## config.mk

```make
export PLATFORM = sky130hd
export DESIGN_NAME = orientation_field_similarity
export DESIGN_NICKNAME = d
export VERILOG_FILES = /design/src/rtl/ofs_pkg.sv /design/src/rtl/ofs_ctrl.sv /design/src/rtl/ofs_datapath.sv /design/src/rtl/orientation_field_similarity.sv
export SDC_FILE = /design/constraint.sdc
export NUM_CORES = 1
export LEC_CHECK = 0
export BUFFER_PORTS_ARGS = -buffer_cell sky130_fd_sc_hd__buf_4
export CAP_MARGIN = 15
export CORE_UTILIZATION = 64
export CTS_CLUSTER_SIZE = 16
export DETAILED_ROUTE_END_ITERATION = 16
export HOLD_SLACK_MARGIN = 0.06
export PLACE_DENSITY = 0.91
export SLEW_MARGIN = 20
export SYNTH_ARGS = -nofsm -noshare
export SYNTH_HDL_FRONTEND = slang
export SYNTH_SLANG_ARGS = --single-unit
export TNS_END_PERCENT = 30
```

## constraint.sdc

```tcl
create_clock -name clk -period 6.05 [get_ports clk]
set_clock_uncertainty 0.1 [all_clocks]
set_input_delay 0.3025 -clock clk [delete_from_list [all_inputs] [get_ports clk]]
set_output_delay 0.3025 -clock clk [all_outputs]
set_load 0.03 [all_outputs]
```

## src/rtl/ofs_pkg.sv

```systemverilog
// Package for the orientation field similarity block.
// Holds widths, constants and the controller/datapath interface types.
// No dependencies.
package ofs_pkg;

	localparam int ANGLE_BITS = 12;
	localparam int ANGLE_W    = 12;
	localparam int WGT_W      = 9;
	localparam int MAX_PAIRS  = 4096;
	localparam int CNT_W      = $clog2(MAX_PAIRS + 1);
	localparam int WSUM_W     = 10;
	localparam int TERM_W     = ANGLE_BITS + 2;
	localparam int PROD_W     = WSUM_W + 1 + TERM_W;
	localparam int WT_W       = 22;
	localparam int SUM_W      = 35;
	localparam int Q_BITS     = 13;
	localparam int STEP_W     = $clog2(Q_BITS);
	localparam int SCORE_W    = 14;

	localparam logic [WGT_W-1:0]   Q8_ONE        = WGT_W'(256);
	localparam logic [Q_BITS-1:0]  SCORE_ONE     = Q_BITS'(4096);
	localparam logic [SCORE_W-1:0] SCORE_NEG_ONE = SCORE_W'(-4096);

	typedef enum logic [1:0] {
		ST_ACC,
		ST_LOAD,
		ST_DIV,
		ST_DONE
	} ofs_state_t;

	typedef struct packed {
		logic acc_en;
		logic load;
		logic step;
		logic finish;
	} ofs_cmd_t;

	typedef struct packed {
		logic few_pairs;
		logic out_full;
	} ofs_stat_t;

endpackage

```

## src/rtl/ofs_ctrl.sv

```systemverilog
// Controller for the orientation field similarity block.
// Sequences accumulate, divider load, divide steps and result write.
// Depends on ofs_pkg.
module ofs_ctrl (
	input  logic              clk,
	input  logic              arst_n,
	input  logic              in_valid,
	input  logic              last_pair,
	input  ofs_pkg::ofs_stat_t stat,
	output logic              in_stall,
	output ofs_pkg::ofs_cmd_t  cmd
);
	import ofs_pkg::*;

	ofs_state_t        state_q, state_d;
	logic [STEP_W-1:0] step_q, step_d;

	always_ff @(posedge clk or negedge arst_n) begin
		if (!arst_n) begin
			state_q <= ST_ACC;
			step_q  <= '0;
		end else begin
			state_q <= state_d;
			step_q  <= step_d;
		end
	end

	always_comb begin
		state_d    = state_q;
		step_d     = step_q;
		in_stall   = 1'b1;
		cmd        = '0;
		unique case (state_q)
			ST_ACC: begin
				in_stall   = stat.out_full & last_pair;
				cmd.acc_en = in_valid & ~in_stall;
				if (cmd.acc_en && last_pair) begin
					state_d = ST_LOAD;
				end
			end
			ST_LOAD: begin
				cmd.load = 1'b1;
				step_d   = '0;
				state_d  = stat.few_pairs ? ST_DONE : ST_DIV;
			end
			ST_DIV: begin
				cmd.step = 1'b1;
				step_d   = step_q + STEP_W'(1);
				if (step_q == STEP_W'(Q_BITS - 1)) begin
					state_d = ST_DONE;
				end
			end
			ST_DONE: begin
				cmd.finish = 1'b1;
				state_d    = ST_ACC;
			end
			default: begin
				state_d = ST_ACC;
			end
		endcase
	end

endmodule

```

## src/rtl/ofs_datapath.sv

```systemverilog
// Datapath for the orientation field similarity block: weighted sums,
// restoring divider for the rounded ratio, output register.
// Depends on ofs_pkg.
module ofs_datapath (
	input  logic                        clk,
	input  logic                        arst_n,
	input  ofs_pkg::ofs_cmd_t           cmd,
	output ofs_pkg::ofs_stat_t          stat,
	input  logic                        cfg_we,
	input  logic [ofs_pkg::CNT_W-1:0]   cfg_data,
	input  logic [ofs_pkg::ANGLE_W-1:0] angle_a,
	input  logic [ofs_pkg::WGT_W-1:0]   weight_a,
	input  logic [ofs_pkg::ANGLE_W-1:0] angle_f,
	input  logic [ofs_pkg::WGT_W-1:0]   weight_f,
	output logic                        out_valid,
	input  logic                        out_stall,
	output logic signed [ofs_pkg::SCORE_W-1:0] score,
	output logic                        too_small,
	output logic [ofs_pkg::CNT_W-1:0]   pairs_counted
);
	import ofs_pkg::*;

	logic [CNT_W-1:0]         min_q;
	logic signed [SUM_W-1:0]  sum_q;
	logic [WT_W-1:0]          wt_q;
	logic [CNT_W-1:0]         cnt_q;

	logic [ANGLE_BITS-1:0]    aa, af, adiff;
	logic [WGT_W-1:0]         wa, wf;
	logic [WSUM_W-1:0]        wsum;
	logic signed [TERM_W-1:0] term;
	logic signed [PROD_W-1:0] prod;
	logic                     pair_ok;

	logic                     neg;
	logic [SUM_W-1:0]         mag;
	logic [SUM_W:0]           numer;

	logic [WT_W:0]            rem_q, dvs_q;
	logic [Q_BITS-1:0]        quo_q, quo_c;
	logic [WT_W+1:0]          trial, trial_sub;
	logic                     ge;
	logic                     neg_q, small_q;
	logic [CNT_W-1:0]         hold_cnt_q;

	logic                     out_valid_q, small_out_q;
	logic [SCORE_W-1:0]       score_q, score_mag;
	logic [CNT_W-1:0]         pairs_q;

	always_comb begin
		aa      = angle_a[ANGLE_BITS-1:0];
		af      = angle_f[ANGLE_BITS-1:0];
		adiff   = (aa > af) ? aa - af : af - aa;
		wa      = (weight_a > Q8_ONE) ? Q8_ONE : weight_a;
		wf      = (weight_f > Q8_ONE) ? Q8_ONE : weight_f;
		wsum    = WSUM_W'(wa) + WSUM_W'(wf);
		term    = $signed(TERM_W'(1) << ANGLE_BITS) - $signed({1'b0, adiff, 1'b0});
		prod    = $signed({1'b0, wsum}) * term;
		pair_ok = (wa != '0) && (wf != '0) && (cnt_q < CNT_W'(MAX_PAIRS));
	end

	always_comb begin
		neg        = sum_q[SUM_W-1];
		mag        = neg ? SUM_W'(-sum_q) : SUM_W'(sum_q);
		numer      = {mag, 1'b0} + (SUM_W+1)'(wt_q);
		stat.few_pairs = (cnt_q == '0) || (cnt_q < min_q) || (wt_q == '0);
		stat.out_full  = out_valid_q;
	end

	always_comb begin
		trial     = {rem_q, quo_q[Q_BITS-1]};
		trial_sub = trial - {1'b0, dvs_q};
		ge        = trial >= {1'b0, dvs_q};
		quo_c     = (quo_q > SCORE_ONE) ? SCORE_ONE : quo_q;
		score_mag = {1'b0, quo_c};
	end

	always_ff @(posedge clk or negedge arst_n) begin
		if (!arst_n) begin
			min_q <= '0;
		end else if (cfg_we) begin
			min_q <= cfg_data;
		end
	end

	always_ff @(posedge clk or negedge arst_n) begin
		if (!arst_n) begin
			sum_q <= '0;
			wt_q  <= '0;
			cnt_q <= '0;
		end else if (cmd.load) begin
			sum_q <= '0;
			wt_q  <= '0;
			cnt_q <= '0;
		end else if (cmd.acc_en && pair_ok) begin
			sum_q <= sum_q + SUM_W'(prod);
			wt_q  <= wt_q + WT_W'(wsum);
			cnt_q <= cnt_q + CNT_W'(1);
		end
	end

	always_ff @(posedge clk) begin
		if (cmd.load) begin
			rem_q      <= (WT_W+1)'(numer[SUM_W:Q_BITS]);
			quo_q      <= numer[Q_BITS-1:0];
			dvs_q      <= {wt_q, 1'b0};
			neg_q      <= neg;
			small_q    <= stat.few_pairs;
			hold_cnt_q <= cnt_q;
		end else if (cmd.step) begin
			rem_q <= ge ? trial_sub[WT_W:0] : trial[WT_W:0];
			quo_q <= {quo_q[Q_BITS-2:0], ge};
		end
	end

	always_ff @(posedge clk or negedge arst_n) begin
		if (!arst_n) begin
			out_valid_q <= 1'b0;
		end else if (cmd.finish) begin
			out_valid_q <= 1'b1;
		end else if (out_valid_q && !out_stall) begin
			out_valid_q <= 1'b0;
		end
	end

	always_ff @(posedge clk) begin
		if (cmd.finish) begin
			score_q     <= small_q ? SCORE_NEG_ONE : (neg_q ? -score_mag : score_mag);
			small_out_q <= small_q;
			pairs_q     <= hold_cnt_q;
		end
	end

	assign out_valid     = out_valid_q;
	assign score         = $signed(score_q);
	assign too_small     = small_out_q;
	assign pairs_counted = pairs_q;

endmodule

```

## src/rtl/orientation_field_similarity.sv

```systemverilog
// Weighted orientation field similarity: block pairs in, one score per window.
// Input channel in_valid/in_stall carries angle_a, weight_a, angle_f, weight_f
// and last_pair; a beat moves when valid is high and stall is low.
// Counted pairs (both weights nonzero) accumulate weight-times-agreement sums.
// Non-final pairs are taken one per cycle. After the final pair the input
// stalls while a 13-step restoring divider forms the rounded Q12 ratio;
// a window that is too small skips the divider (score -4096, too_small set).
// Output channel out_valid/out_stall carries score, too_small, pairs_counted
// from an output register; while it is held, non-final pairs are still
// taken and a final pair stalls until the result beat moves.
// cfg_we/cfg_data write min_overlap; write it only while idle.
// Reset clears sums, min_overlap and the output valid.
// Depends on ofs_pkg, ofs_ctrl, ofs_datapath.
module orientation_field_similarity (
	input  logic                        clk,
	input  logic                        arst_n,
	input  logic                        cfg_we,
	input  logic [ofs_pkg::CNT_W-1:0]   cfg_data,
	input  logic                        in_valid,
	output logic                        in_stall,
	input  logic [ofs_pkg::ANGLE_W-1:0] angle_a,
	input  logic [ofs_pkg::WGT_W-1:0]   weight_a,
	input  logic [ofs_pkg::ANGLE_W-1:0] angle_f,
	input  logic [ofs_pkg::WGT_W-1:0]   weight_f,
	input  logic                        last_pair,
	output logic                        out_valid,
	input  logic                        out_stall,
	output logic signed [ofs_pkg::SCORE_W-1:0] score,
	output logic                        too_small,
	output logic [ofs_pkg::CNT_W-1:0]   pairs_counted
);
	import ofs_pkg::*;

	ofs_cmd_t  cmd;
	ofs_stat_t stat;

	ofs_ctrl u_ctrl (
		.clk       (clk),
		.arst_n    (arst_n),
		.in_valid  (in_valid),
		.last_pair (last_pair),
		.stat      (stat),
		.in_stall  (in_stall),
		.cmd       (cmd)
	);

	ofs_datapath u_dp (
		.clk           (clk),
		.arst_n        (arst_n),
		.cmd           (cmd),
		.stat          (stat),
		.cfg_we        (cfg_we),
		.cfg_data      (cfg_data),
		.angle_a       (angle_a),
		.weight_a      (weight_a),
		.angle_f       (angle_f),
		.weight_f      (weight_f),
		.out_valid     (out_valid),
		.out_stall     (out_stall),
		.score         (score),
		.too_small     (too_small),
		.pairs_counted (pairs_counted)
	);

endmodule
```

==> flow_metrics.tcl <==
set metrics [dict create \
    status "finished, violations left" \
    syn_area_mm2 0.0208 \
    path_clk_slew_ps 80 \
    cts_max_level 4 \
    post-dp-hpwl_um 43100 \
    max_freq_mhz 121 \
    wl_per_cell_um 19.7 \
    busiest_layer "met2" \
    grt_start_max_net_pins 122 \
    syn_inst 2303 \
    routed_via_density 6.13 \
    fin_ws_ps -2190 \
    nNetsFinal 3066 \
    dieWidth_um 182 \
    fp-row-count 65 \
    core_mm2 0.0318 \
    maxCapViolations 0 \
    grt_pass1_vias 19411 \
    ff2ff_setup_slack_ps 740 \
    antennaDiodeCount 0 \
    synth_area_leaders "fa_1 (17%), edfxtp_1 (15%), ha_1 (11%), dfrtp_1 (11%), inv_1 (6.4%)" \
    die_area_mm2 0.0332 \
    cts_root_buf "clkbuf_16" \
    cp-start-kind "primary input" \
    synth_fp_nets 2723 \
    maxSlewViolCount 0 \
    worstSetupPathType "in2reg" \
    syn_avg_cell_area_um2 9.03 \
    num_io_pins 91 \
    drcViolationCount 0 \
    synth_cell_types 81 \
    violations "negative setup slack" \
    synth_top_cell_area_share_pct 16.7 \
    antenna_found_initial 0 \
    worst_pin_slew_ps 1330 \
    hold_violations 0 \
    clock_latency_ps 450 \
    overflow 0 \
    cts_buffers 17 \
    crit_arrival_ps 8520 \
    met2_usage_pct 63.8 \
    portBuffers 90 \
    slew_headroom_pct 10.1 \
    rsz0062_at_grt "true" \
    drt_first_iter_violations 1849 \
    crit_path_frequent_cell "fa_1" \
    die_height_um 182 \
    wirelength_um 60900 \
    worst_setup_path_end_kind "flop" \
    clock_path_buffers 2 \
    crit_path_max_fanout 4 \
    grt_pass1_wl_um 94600 \
    yosysWarnings 0 \
    place.gp.congestion 0.974 \
    firstDrtPassIters 6 \
    synth_edf_count 101 \
    yosysTopAreaCell "fa_1" \
    syn_to_final_growth_pct 22.4 \
    grtUsageMet1_pct 41.2 \
    cts_tree "built" \
    min_period_over_period_pct 136 \
    grtUsageTotal_pct 36.0 \
    cp_slowest_cell "fa_2" \
    layout_commonest_cell "buf_4" \
    synth_seq_area_share_pct 25.3 \
    yosys_most_used_dff "edfxtp_1" \
    setup_viol 28 \
    synthArstFlopShare_pct 46.8 \
    cts_sinks 190 \
    hold_path.class "in2async" \
    vias 18975 \
    fin_crit_ps 8240 \
    dp_slack_ps -2550 \
    synth_seq_cells 190 \
    slowest_delay_ps 580 \
    drtAntennaViolNets 0 \
    initial_core_util_pct 65.4 \
    cp.required_ps 6330 \
    use_met3_pct 5.17 \
    layout_common_cells "buf_4 (368), inv_1 (339), nand2_1 (213)" \
    drive_gt1_share_pct 21.9 \
]
path summary, 6_finish.rpt:
kind                                    start                    end  depth (start not counted)
setup / recovery                   angle_a[0]         u_dp.sum_q[30]                         40
setup reg to reg               u_dp.sum_q[11]         u_dp.sum_q[32]                         20
hold reg to reg            u_dp.hold_cnt_q[8]  u_dp.pairs_counted[8]                          0
hold / removal                         arst_n       u_ctrl.step_q[2]                          2
max in group asynchronous              arst_n         u_dp.cnt_q[11]                          3
min in group clk                       cfg_we          u_dp.min_q[2]                          2
through the flow:
step	cell area, um^2	hold slack (ps)	instances	setup TNS, ps	util [%]
after floorplan	21100	-93.1	2303	-41800	-
after detailed placement	24000	26.6	3026	-56710	75.5
after global routing	25500	110	3094	-53470	80.1
final	25500	103	3094	-46630	80.1
after CTS	25200	110	3091	-33350	79.2
after global placement	24000	23.3	3026	-48550	75.5
registers in the layout, summed over array words and instances (netlist names):
| signal | cells |
|---|---|
| u_dp.out_valid | 1 |
| u_dp.cnt_q | 13 |
| u_dp.small_q | 1 |
| u_dp.min_q | 13 |
| u_dp.hold_cnt_q | 13 |
| u_dp.too_small | 1 |
| u_dp.rem_q | 23 |
| u_dp.sum_q | 34 |
| u_dp.score | 14 |
| u_dp.quo_q | 13 |
| u_ctrl.step_q | 4 |
| u_dp.pairs_counted | 13 |
| u_dp.wt_q | 22 |
| u_dp.neg_q | 1 |
| u_dp.dvs_q | 22 |
| u_ctrl.state_q | 2 |
critical path: cells and delay by family:
family | cells | cell delay [ps]
AOI/OAI and AO/OA | 9 | 1450
xor gates and xnor gates | 2 | 390
adders and majority gates | 9 | 3780
buffers and inverters | 10 | 930
muxes | 1 | 250
and+or+nand+nor | 9 | 1400
cells by family after synthesis:
| logic type | after synthesis | share of synthesized area, % |
|---|---|---|
| DFF | 190 | 25.3 |
| muxes | 41 | 2.06 |
| and+or+nand+nor | 655 | 15.1 |
| buffers and inverters | 425 | 7.77 |
| xor gates and xnor gates | 191 | 8.28 |
| AOI/OAI and AO/OA | 442 | 13.6 |
| adders and majority gates | 359 | 27.8 |
synthesized netlist by cell type (all sizes together), types with 10 or more instances:
cell / number
a31oi: 16
a21oi: 137
nand4: 20
nand3b: 10
or3: 16
buf: 11
clkbuf: 59
and2: 22
xnor2: 127
nor2: 157
nand2b: 24
ha: 186
o21a: 16
dfrtp: 89
o31ai: 12
mux2i: 26
and3: 23
nor4: 19
nand2: 227
o21ai: 99
nand3: 47
xor2: 64
mux2: 15
fa: 173
nor2b: 27
nor3: 31
a211oi: 20
o21bai: 15
edfxtp: 101
o211ai: 13
inv: 354
a21o: 50
layout make-up:
| class | instances | area (um^2) |
|---|---|---|
| inverter | 355 | 1360 |
| fill | 1726 | 6340 |
| sequential | 190 | 5260 |
| timing repair buffer | 394 | 3070 |
| clock inverter | 15 | 171 |
| tap | 435 | 544 |
| clock buffer | 17 | 425 |
| multi-input combinational | 1688 | 14600 |
per-layer routing:
metal	share of wire, %	vias up
li1	-	8401
met1	36	8998
met2	50	1188
met3	7.3	388
met4	6.8	0
met5	0	-
timing repair:
| item | 4_1_cts | 5_1_grt |
|---|---|---|
| hold buffers | 15 | 0 |
| cloned | 0 | 0 |
| setup endpoints to repair | 28 | 29 |
| resized for setup | 64 | 56 |
| endpoints found under the hold margin | 21 | 0 |
| pin swaps | 83 | 63 |
| buffers inserted | 18 | 3 |
Power is not shown: default switching activity piles up to over one toggle a cycle in this logic, so the estimate is an artifact.
